## src/sv/md5_pkg.sv

```systemverilog
// Shared types, constants and helper functions of the MD5 digest block.
// No dependencies.
package md5_pkg;

  typedef enum logic [2:0] {
    ST_IDLE,
    ST_COMPRESS,
    ST_FOLD,
    ST_PAD80,
    ST_PADZ,
    ST_LEN_LO,
    ST_LEN_HI,
    ST_OUT
  } md5_state_e;

  typedef enum logic [2:0] {
    SRC_INPUT,
    SRC_PAD80,
    SRC_ZERO,
    SRC_LEN_LO,
    SRC_LEN_HI
  } md5_src_e;

  typedef struct packed {
    logic       push;
    md5_src_e   src;
    logic       round;
    logic [5:0] round_idx;
    logic       fold;
    logic       restart;
    logic [1:0] out_idx;
  } md5_cmd_t;

  typedef struct packed {
    logic block_full;
    logic pad_done;
  } md5_sts_t;

  localparam logic [31:0] CHAIN_INIT [4] = '{
    32'h67452301, 32'hefcdab89, 32'h98badcfe, 32'h10325476
  };

  localparam logic [7:0] PAD_BYTE = 8'h80;

  localparam logic [31:0] SINE_TABLE [64] = '{
    32'hd76aa478, 32'he8c7b756, 32'h242070db, 32'hc1bdceee,
    32'hf57c0faf, 32'h4787c62a, 32'ha8304613, 32'hfd469501,
    32'h698098d8, 32'h8b44f7af, 32'hffff5bb1, 32'h895cd7be,
    32'h6b901122, 32'hfd987193, 32'ha679438e, 32'h49b40821,
    32'hf61e2562, 32'hc040b340, 32'h265e5a51, 32'he9b6c7aa,
    32'hd62f105d, 32'h02441453, 32'hd8a1e681, 32'he7d3fbc8,
    32'h21e1cde6, 32'hc33707d6, 32'hf4d50d87, 32'h455a14ed,
    32'ha9e3e905, 32'hfcefa3f8, 32'h676f02d9, 32'h8d2a4c8a,
    32'hfffa3942, 32'h8771f681, 32'h6d9d6122, 32'hfde5380c,
    32'ha4beea44, 32'h4bdecfa9, 32'hf6bb4b60, 32'hbebfbc70,
    32'h289b7ec6, 32'heaa127fa, 32'hd4ef3085, 32'h04881d05,
    32'hd9d4d039, 32'he6db99e5, 32'h1fa27cf8, 32'hc4ac5665,
    32'hf4292244, 32'h432aff97, 32'hab9423a7, 32'hfc93a039,
    32'h655b59c3, 32'h8f0ccc92, 32'hffeff47d, 32'h85845dd1,
    32'h6fa87e4f, 32'hfe2ce6e0, 32'ha3014314, 32'h4e0811a1,
    32'hf7537e82, 32'hbd3af235, 32'h2ad7d2bb, 32'heb86d391
  };

  localparam logic [4:0] ROT_TABLE [16] = '{
    5'd7, 5'd12, 5'd17, 5'd22, 5'd5, 5'd9, 5'd14, 5'd20,
    5'd4, 5'd11, 5'd16, 5'd23, 5'd6, 5'd10, 5'd15, 5'd21
  };

  function automatic logic [4:0] rot_amount(logic [5:0] idx);
    return ROT_TABLE[{idx[5:4], idx[1:0]}];
  endfunction

  // Mask covering the low n bytes of a word; n of four or more covers all.
  function automatic logic [31:0] byte_mask(logic [2:0] n);
    logic [31:0] m;
    case (n)
      3'd0:    m = 32'h0000_0000;
      3'd1:    m = 32'h0000_00ff;
      3'd2:    m = 32'h0000_ffff;
      3'd3:    m = 32'h00ff_ffff;
      default: m = 32'hffff_ffff;
    endcase
    return m;
  endfunction

endpackage

```

## src/sv/md5_if.sv

```systemverilog
// Stream interfaces of the MD5 digest block: message input and digest output.
// Depends on nothing.
interface md5_in_if;
  logic        valid;
  logic        ready;
  logic [31:0] message_word;
  logic [2:0]  byte_count;
  logic        end_of_message;

  modport source (output valid, message_word, byte_count, end_of_message, input ready);
  modport sink   (input valid, message_word, byte_count, end_of_message, output ready);
endinterface

interface md5_out_if;
  logic        valid;
  logic        ready;
  logic [31:0] digest_word;
  logic [1:0]  word_index;
  logic        digest_last;

  modport source (output valid, digest_word, word_index, digest_last, input ready);
  modport sink   (input valid, digest_word, word_index, digest_last, output ready);
endinterface

```

## src/sv/md5_ctrl.sv

```systemverilog
// MD5 controller: sequences message intake, padding, 64-round compression
// and digest output. Depends on md5_pkg.
module md5_ctrl (
  input  logic              clk_i,
  input  logic              rst_ni,
  input  logic              in_valid_i,
  input  logic              end_of_message_i,
  input  logic              out_ready_i,
  input  md5_pkg::md5_sts_t sts_i,
  output md5_pkg::md5_cmd_t cmd_o,
  output logic              in_ready_o,
  output logic              out_valid_o
);

  md5_pkg::md5_state_e state_q, state_d;
  md5_pkg::md5_state_e resume_q, resume_d;
  logic [5:0]          round_q, round_d;
  logic [1:0]          idx_q, idx_d;

  always_ff @(posedge clk_i or negedge rst_ni) begin
    if (!rst_ni) begin
      state_q  <= md5_pkg::ST_IDLE;
      resume_q <= md5_pkg::ST_IDLE;
      round_q  <= '0;
      idx_q    <= '0;
    end else begin
      state_q  <= state_d;
      resume_q <= resume_d;
      round_q  <= round_d;
      idx_q    <= idx_d;
    end
  end

  always_comb begin
    md5_pkg::md5_state_e after_push;
    after_push    = state_q;
    state_d       = state_q;
    resume_d      = resume_q;
    round_d       = round_q;
    idx_d         = idx_q;
    in_ready_o    = 1'b0;
    out_valid_o   = 1'b0;
    cmd_o         = '0;
    cmd_o.src     = md5_pkg::SRC_INPUT;
    cmd_o.round_idx = round_q;
    cmd_o.out_idx = idx_q;

    case (state_q)
      md5_pkg::ST_IDLE: begin
        in_ready_o = 1'b1;
        if (in_valid_i) begin
          cmd_o.push = 1'b1;
          after_push = end_of_message_i ? md5_pkg::ST_PAD80 : md5_pkg::ST_IDLE;
        end
      end
      md5_pkg::ST_PAD80: begin
        cmd_o.push = 1'b1;
        cmd_o.src  = md5_pkg::SRC_PAD80;
        after_push = md5_pkg::ST_PADZ;
      end
      md5_pkg::ST_PADZ: begin
        if (sts_i.pad_done) begin
          state_d = md5_pkg::ST_LEN_LO;
        end else begin
          cmd_o.push = 1'b1;
          cmd_o.src  = md5_pkg::SRC_ZERO;
          after_push = md5_pkg::ST_PADZ;
        end
      end
      md5_pkg::ST_LEN_LO: begin
        cmd_o.push = 1'b1;
        cmd_o.src  = md5_pkg::SRC_LEN_LO;
        after_push = md5_pkg::ST_LEN_HI;
      end
      md5_pkg::ST_LEN_HI: begin
        cmd_o.push = 1'b1;
        cmd_o.src  = md5_pkg::SRC_LEN_HI;
        after_push = md5_pkg::ST_OUT;
      end
      md5_pkg::ST_COMPRESS: begin
        cmd_o.round = 1'b1;
        round_d     = round_q + 6'd1;
        if (round_q == 6'd63) begin
          state_d = md5_pkg::ST_FOLD;
        end
      end
      md5_pkg::ST_FOLD: begin
        cmd_o.fold = 1'b1;
        state_d    = resume_q;
      end
      md5_pkg::ST_OUT: begin
        out_valid_o = 1'b1;
        if (out_ready_i) begin
          idx_d = idx_q + 2'd1;
          if (idx_q == 2'd3) begin
            cmd_o.restart = 1'b1;
            state_d       = md5_pkg::ST_IDLE;
          end
        end
      end
      default: begin
        state_d = md5_pkg::ST_IDLE;
      end
    endcase

    if (cmd_o.push) begin
      if (sts_i.block_full) begin
        state_d  = md5_pkg::ST_COMPRESS;
        resume_d = after_push;
        round_d  = '0;
      end else begin
        state_d = after_push;
      end
    end
  end

endmodule

```

## src/sv/md5_datapath.sv

```systemverilog
// MD5 datapath: byte packer, 16-word block buffer, round unit, length
// counter and chaining values. Depends on md5_pkg.
module md5_datapath (
  input  logic              clk_i,
  input  logic              rst_ni,
  input  md5_pkg::md5_cmd_t cmd_i,
  input  logic [31:0]       message_word_i,
  input  logic [2:0]        byte_count_i,
  output md5_pkg::md5_sts_t sts_o,
  output logic [31:0]       digest_word_o
);

  logic [31:0] chain_q [4];
  logic [31:0] work_q  [4];
  logic [31:0] buf_q   [16];
  logic [31:0] stage_q;
  logic [1:0]  sb_q;
  logic [3:0]  widx_q;
  logic [63:0] bitlen_q;

  logic [31:0] push_data;
  logic [2:0]  push_cnt;
  logic [2:0]  total;
  logic [63:0] packed_w;
  logic        word_done;

  logic [1:0]  phase;
  logic [3:0]  q;
  logic [3:0]  pick;
  logic [31:0] f;
  logic [31:0] mix;
  logic [63:0] dbl;
  logic [31:0] new_b;

  // byte packer
  always_comb begin
    case (cmd_i.src)
      md5_pkg::SRC_INPUT: begin
        push_data = message_word_i;
        push_cnt  = (byte_count_i > 3'd4) ? 3'd4 : byte_count_i;
      end
      md5_pkg::SRC_PAD80: begin
        push_data = {24'h0, md5_pkg::PAD_BYTE};
        push_cnt  = 3'd1;
      end
      md5_pkg::SRC_ZERO: begin
        push_data = '0;
        push_cnt  = 3'd4 - {1'b0, sb_q};
      end
      md5_pkg::SRC_LEN_LO: begin
        push_data = bitlen_q[31:0];
        push_cnt  = 3'd4;
      end
      md5_pkg::SRC_LEN_HI: begin
        push_data = bitlen_q[63:32];
        push_cnt  = 3'd4;
      end
      default: begin
        push_data = '0;
        push_cnt  = 3'd0;
      end
    endcase
  end

  assign total    = {1'b0, sb_q} + push_cnt;
  assign packed_w = {32'h0, stage_q & md5_pkg::byte_mask({1'b0, sb_q})}
                  | ({32'h0, push_data & md5_pkg::byte_mask(push_cnt)} << {sb_q, 3'b000});
  assign word_done = cmd_i.push && (total >= 3'd4);

  assign sts_o.block_full = word_done && (widx_q == 4'd15);
  assign sts_o.pad_done   = (widx_q == 4'd14) && (sb_q == 2'd0);

  // round unit
  assign phase = cmd_i.round_idx[5:4];
  assign q     = cmd_i.round_idx[3:0];

  always_comb begin
    case (phase)
      2'd0: begin
        f    = (work_q[1] & work_q[2]) | (~work_q[1] & work_q[3]);
        pick = q;
      end
      2'd1: begin
        f    = (work_q[3] & work_q[1]) | (~work_q[3] & work_q[2]);
        pick = 4'(q << 2) + q + 4'd1;
      end
      2'd2: begin
        f    = work_q[1] ^ work_q[2] ^ work_q[3];
        pick = 4'(q << 1) + q + 4'd5;
      end
      default: begin
        f    = work_q[2] ^ (work_q[1] | ~work_q[3]);
        pick = 4'(q << 3) - q;
      end
    endcase
  end

  assign mix   = f + work_q[0] + md5_pkg::SINE_TABLE[cmd_i.round_idx] + buf_q[pick];
  assign dbl   = {mix, mix} << md5_pkg::rot_amount(cmd_i.round_idx);
  assign new_b = work_q[1] + dbl[63:32];

  assign digest_word_o = chain_q[cmd_i.out_idx];

  always_ff @(posedge clk_i or negedge rst_ni) begin
    if (!rst_ni) begin
      for (int i = 0; i < 4; i++) begin
        chain_q[i] <= md5_pkg::CHAIN_INIT[i];
      end
      bitlen_q <= '0;
      sb_q     <= '0;
      widx_q   <= '0;
    end else if (cmd_i.restart) begin
      for (int i = 0; i < 4; i++) begin
        chain_q[i] <= md5_pkg::CHAIN_INIT[i];
      end
      bitlen_q <= '0;
      sb_q     <= '0;
      widx_q   <= '0;
    end else begin
      if (cmd_i.fold) begin
        for (int i = 0; i < 4; i++) begin
          chain_q[i] <= chain_q[i] + work_q[i];
        end
      end
      if (cmd_i.push) begin
        if (cmd_i.src == md5_pkg::SRC_INPUT) begin
          bitlen_q <= bitlen_q + 64'({push_cnt, 3'b000});
        end
        if (word_done) begin
          sb_q   <= 2'(total - 3'd4);
          widx_q <= widx_q + 4'd1;
        end else begin
          sb_q <= total[1:0];
        end
      end
    end
  end

  always_ff @(posedge clk_i) begin
    if (cmd_i.push) begin
      if (word_done) begin
        buf_q[widx_q] <= packed_w[31:0];
        stage_q       <= packed_w[63:32];
      end else begin
        stage_q <= packed_w[31:0];
      end
    end
    if (sts_o.block_full) begin
      for (int i = 0; i < 4; i++) begin
        work_q[i] <= chain_q[i];
      end
    end else if (cmd_i.round) begin
      work_q[0] <= work_q[3];
      work_q[1] <= new_b;
      work_q[2] <= work_q[1];
      work_q[3] <= work_q[2];
    end
  end

endmodule

```

## src/sv/md5_message_digest.sv

```systemverilog
// MD5 digest engine. Message words enter on in_i one transaction per cycle
// while the controller is idle (no block compression, padding or digest
// output in progress); every 64th byte starts a compression (one MD5 round per
// cycle in the shared round unit) followed by the chaining add, and no word is
// taken until it ends. On an end mark the controller steps through the padding
// (0x80 byte, zero words up to byte 56, a state that closes the zero fill, two
// length words), runs one or two further compressions, then presents the
// digest on out_o as four transactions: a, b, c, d, least significant byte
// first in message order. No new message word is taken until the fourth
// digest word is taken.
// Depends on md5_pkg, md5_if, md5_ctrl and md5_datapath.
module md5_message_digest (
  input  logic      clk_i,
  input  logic      rst_ni,
  md5_in_if.sink    in_i,
  md5_out_if.source out_o
);

  md5_pkg::md5_cmd_t cmd;
  md5_pkg::md5_sts_t sts;

  md5_ctrl u_ctrl (
    .clk_i            (clk_i),
    .rst_ni           (rst_ni),
    .in_valid_i       (in_i.valid),
    .end_of_message_i (in_i.end_of_message),
    .out_ready_i      (out_o.ready),
    .sts_i            (sts),
    .cmd_o            (cmd),
    .in_ready_o       (in_i.ready),
    .out_valid_o      (out_o.valid)
  );

  md5_datapath u_datapath (
    .clk_i          (clk_i),
    .rst_ni         (rst_ni),
    .cmd_i          (cmd),
    .message_word_i (in_i.message_word),
    .byte_count_i   (in_i.byte_count),
    .sts_o          (sts),
    .digest_word_o  (out_o.digest_word)
  );

  assign out_o.word_index  = cmd.out_idx;
  assign out_o.digest_last = (cmd.out_idx == 2'd3);

endmodule

```

## src/flat_wrapper.sv

```systemverilog
// flat-port wrapper written by rule: the top's interface ports become plain ports
module md5_message_digest_flat 
  (clk_i, rst_ni, in_i_valid, in_i_message_word, in_i_byte_count, in_i_end_of_message, in_i_ready, out_o_valid, out_o_digest_word, out_o_word_index, out_o_digest_last, out_o_ready);
  md5_in_if in_i_i ();
  md5_out_if out_o_i ();
  input  logic clk_i;
  input  logic rst_ni;
  input wire logic [$bits(in_i_i.valid)-1:0] in_i_valid;
  input wire logic [$bits(in_i_i.message_word)-1:0] in_i_message_word;
  input wire logic [$bits(in_i_i.byte_count)-1:0] in_i_byte_count;
  input wire logic [$bits(in_i_i.end_of_message)-1:0] in_i_end_of_message;
  output wire logic [$bits(in_i_i.ready)-1:0] in_i_ready;
  output wire logic [$bits(out_o_i.valid)-1:0] out_o_valid;
  output wire logic [$bits(out_o_i.digest_word)-1:0] out_o_digest_word;
  output wire logic [$bits(out_o_i.word_index)-1:0] out_o_word_index;
  output wire logic [$bits(out_o_i.digest_last)-1:0] out_o_digest_last;
  input wire logic [$bits(out_o_i.ready)-1:0] out_o_ready;
  assign in_i_i.valid = in_i_valid;
  assign in_i_i.message_word = in_i_message_word;
  assign in_i_i.byte_count = in_i_byte_count;
  assign in_i_i.end_of_message = in_i_end_of_message;
  assign in_i_ready = in_i_i.ready;
  assign out_o_valid = out_o_i.valid;
  assign out_o_digest_word = out_o_i.digest_word;
  assign out_o_word_index = out_o_i.word_index;
  assign out_o_digest_last = out_o_i.digest_last;
  assign out_o_i.ready = out_o_ready;
  md5_message_digest u_core (.clk_i(clk_i), .rst_ni(rst_ni), .in_i(in_i_i), .out_o(out_o_i));
endmodule
```

## config.mk

```make
export PLATFORM = sky130hd
export DESIGN_NAME = md5_message_digest_flat
export DESIGN_NICKNAME = d
export VERILOG_FILES = /design/src/sv/md5_pkg.sv /design/src/sv/md5_if.sv /design/src/sv/md5_ctrl.sv /design/src/sv/md5_datapath.sv /design/src/sv/md5_message_digest.sv /design/src/flat_wrapper.sv
export SDC_FILE = /design/constraint.sdc
export NUM_CORES = 2
export LEC_CHECK = 0
export ABC_CLOCK_PERIOD_IN_PS = 15300
export BUFFER_PORTS_ARGS = -buffer_cell sky130_fd_sc_hd__buf_2
export CORE_MARGIN = 10
export CORE_UTILIZATION = 30
export CTS_BUF_LIST = sky130_fd_sc_hd__clkbuf_4
export DETAILED_ROUTE_END_ITERATION = 8
export GPL_ROUTABILITY_DRIVEN = 0
export SKIP_LAST_GASP = 1
export SLEW_MARGIN = 20
export SYNTH_ARGS = -nofsm -noshare
export SYNTH_HDL_FRONTEND = slang
export SYNTH_SLANG_ARGS = --single-unit
```

## constraint.sdc

```tcl
create_clock -name clk_i -period 15.3 [get_ports clk_i]
set_input_delay 0.765 -clock clk_i [delete_from_list [all_inputs] [get_ports clk_i]]
set_output_delay 0.765 -clock clk_i [all_outputs]
set_load 0.01 [all_outputs]
```

==> impl_metrics.toml <==
[outcome]
outcome = "finished, final reports clean"

[detailed_routing]
via_per_inst = 5.448
dr.first_iter.drc_count = 4616
dr_total_vias = 42560
wl_per_cell_um = 21.63
routed_wirelength_um = 169000
drc = 0
antenna_left = 0
firstDrtPassIters = 8

[setup_path]
crit_type = "reg -> reg"
cp.arrival_ns = 12.83
worst_ep_required_time_ns = 16.25
slowest_stage = "mux4_4"
critical_path.max_fanout = 41
start_kind = "register"
max_stage_delay_ns = 0.85
crit_path_end_kind = "register"

[final_layout]
fillers = 18200
final_cell_mix = "nand2_1 (692), edfxtp_1 (664), o21ai_0 (434)"
drive_above_1_share_pct = 17.23
multi_input_area_um2 = 27440
final_common_cell = "nand2_1"
areaGrowthSynthToFinish_pct = 11.70
fin_nets = 5590
regArea_um2 = 25260

[global_routing]
grt_antenna_before_repair = 4
grtUsageTotal_pct = 16.54
grt_pass1_vias = 41840
grt_max_degree = 106
grt_pass1_wl_um = 257300
grt-ovfl-total = 0

[logic_synthesis]
postSynth.asyncResetShare_pct = 23.94
ys.flop_type = "edfxtp_1"
synth_area_um2 = 54240
avgSynthCellArea_um2 = 10.57
synth_cell_types = 85
synth-edff-count = 664
synth_area_leaders = "edfxtp_1 (37%), mux4_2 (6.9%), dfrtp_1 (6.7%)"
synthCells = 5133
ys_ff_latch = 873
ys_warn_count = 0
yosysTopAreaCellShare_pct = 36.76
synth_top_cell_by_area = "edfxtp_1"
yosysSeqAreaShare_pct = 46.55
syn_nets = 5471

[place]
hpwlAfterDp_um = 115700
pre_cts_ws_ns = 3.675
portBuffers = 76

[cts]
cts_resized = 0
cts.sinks = 873
tritoncts = "built"
cts.path.max_buffers = 3
h-tree-depth = 4
clk_latency_ns = 1.27
clk_pin_slew_ns = 0.07
cts_setup_buffers = 0
hold_buffers = 6
cts_buffers = 219
cts-root-buf = "clkbuf_4"

[timing]
skew_ns = 0.1019
worstMarginPinSlew_ns = 1.262
maxSlewHeadroom_pct = 15.66
fmax_mhz = 84.15
hold_violations = 0
rsz0062_at_grt = "false"
setup_slack_ns = 3.417
final-setup-viol-count = 0
setup-tns-final_ns = 0
slew_viol_final = 0
min_period_ns = 11.88
min_period_over_period_pct = 77.67

[floorplan]
num_rows = 156
fp.dieH_um = 445.2
dieArea_um2 = 198200
ios = 77
die_w_um = 445.2
initial_utilization_pct = 30.07
core_um2 = 180400

[min_path]
hp-class = "in -> reg"

[run]
maxCapViolations = 0
==> state kept, by name (all words and copies together), names as in the netlist <==
name / cells
u_core.u_ctrl.idx_q: 2
u_core.u_ctrl.round_q: 6
u_core.u_ctrl.state_q: 3
u_core.u_datapath.bitlen_q: 61
u_core.u_datapath.buf_q: 512
u_core.u_datapath.work_q: 128
u_core.u_datapath.widx_q: 4
u_core.u_datapath.chain_q: 128
u_core.u_datapath.stage_q: 24
u_core.u_ctrl.resume_q: 3
u_core.u_datapath.sb_q: 2
==> cell type report <==
type	instances	area share (%)
inverters	219	1.357
well taps	2370	4.894
flip-flops and latches	873	41.70
diodes	6	0.02478
clock buffers	326	4.039
multi-input cells	3764	45.29
clock inverters	80	0.7579
repair buffers	175	1.937
==> critical path: cells and delay by family, from the launching register on <==
family | cells | cell delay [ns]
AOI/OAI and AO/OA | 18 | 4.23
xor gates and xnor gates | 2 | 0.57
buffers and inverters | 3 | 1.27
adders and majority gates | 7 | 2.76
DFF | 1 | 0.36
and+or+nand+nor | 1 | 0.41
muxes | 6 | 1.97
==> metal layers <==
layer	vias up	global-route usage, %	part of all wire (%)
met4	4	6.202	3.5
met1	21030	21.56	42
met3	311	3.065	7.3
met2	1823	27.26	47
li1	19400	-	-
met5	-	0	0.015
==> synth_stat cells (11+ instances only) <==
cell      number
nand2_1      693
edfxtp_1     664
o21ai_0      442
nor2_1       366
a21oi_1      331
ha_1         228
clkbuf_1     216
inv_1        213
mux4_2       165
mux2i_1      146
dfrtp_1      145
xnor2_1      139
nand3_1      120
xor2_1       113
nor3_1       103
a31oi_1       75
a21o_1        72
a211oi_1      71
fa_1          70
dfstp_2       64
mux2_2        54
buf_1         52
or2_2         49
nand2b_1      43
or3_1         34
and3_1        33
o21a_1        33
o211ai_1      30
a222oi_1      29
o31ai_1       28
and2_1        25
nand4_1       22
nor2b_1       22
o311ai_0      22
o21bai_1      21
a22oi_1       14
a21boi_0      11
==> per-stage QoR <==
step,std cells,utilization (%),cell area [um2],hold WS [ns]
5_1_grt,7812,33.59,60590,0.1617
4_1_cts,7807,33.55,60510,0.05217
3_3_place_gp,7395,31.91,57550,0.5042
2_1_floorplan,5133,-,54240,0.4623
3_5_place_dp,7395,31.91,57550,0.5091
6_report,7813,33.59,60590,0.1997
==> worst paths after layout <==
| kind | start | end | slack [ns] | depth (start not counted) |
|---|---|---|---|---|
| min reg2reg | u_core.u_datapath.chain_q[127] | u_core.u_datapath.chain_q[127] | 0.52 | 1 |
| max | u_core.u_ctrl.round_q[2] | u_core.u_datapath.work_q[1][30] | 3.42 | 37 |
| min | in_i_byte_count[1] | u_core.u_datapath.bitlen_q[4] | 0.20 | 6 |
| min in group asynchronous | rst_ni | u_core.u_datapath.chain_q[54] | 0.23 | 2 |
| max reg2reg | u_core.u_ctrl.round_q[2] | u_core.u_datapath.work_q[1][30] | 3.42 | 37 |
| max in group asynchronous | rst_ni | u_core.u_datapath.bitlen_q[35] | 12.88 | 4 |
==> kinds of logic after synthesis <==
kind of cell               share of synthesized area [%]
xor gates and xnor gates                           4.129
adders and majority gates                          7.843
and+or+nand+nor                                    12.59
buffers and inverters                              3.474
AOI/OAI and AO/OA                                  14.74
muxes                                              10.67
DFF                                                46.55
Power is not shown: default switching activity piles up to over one toggle a cycle in this logic, so the estimate is an artifact.
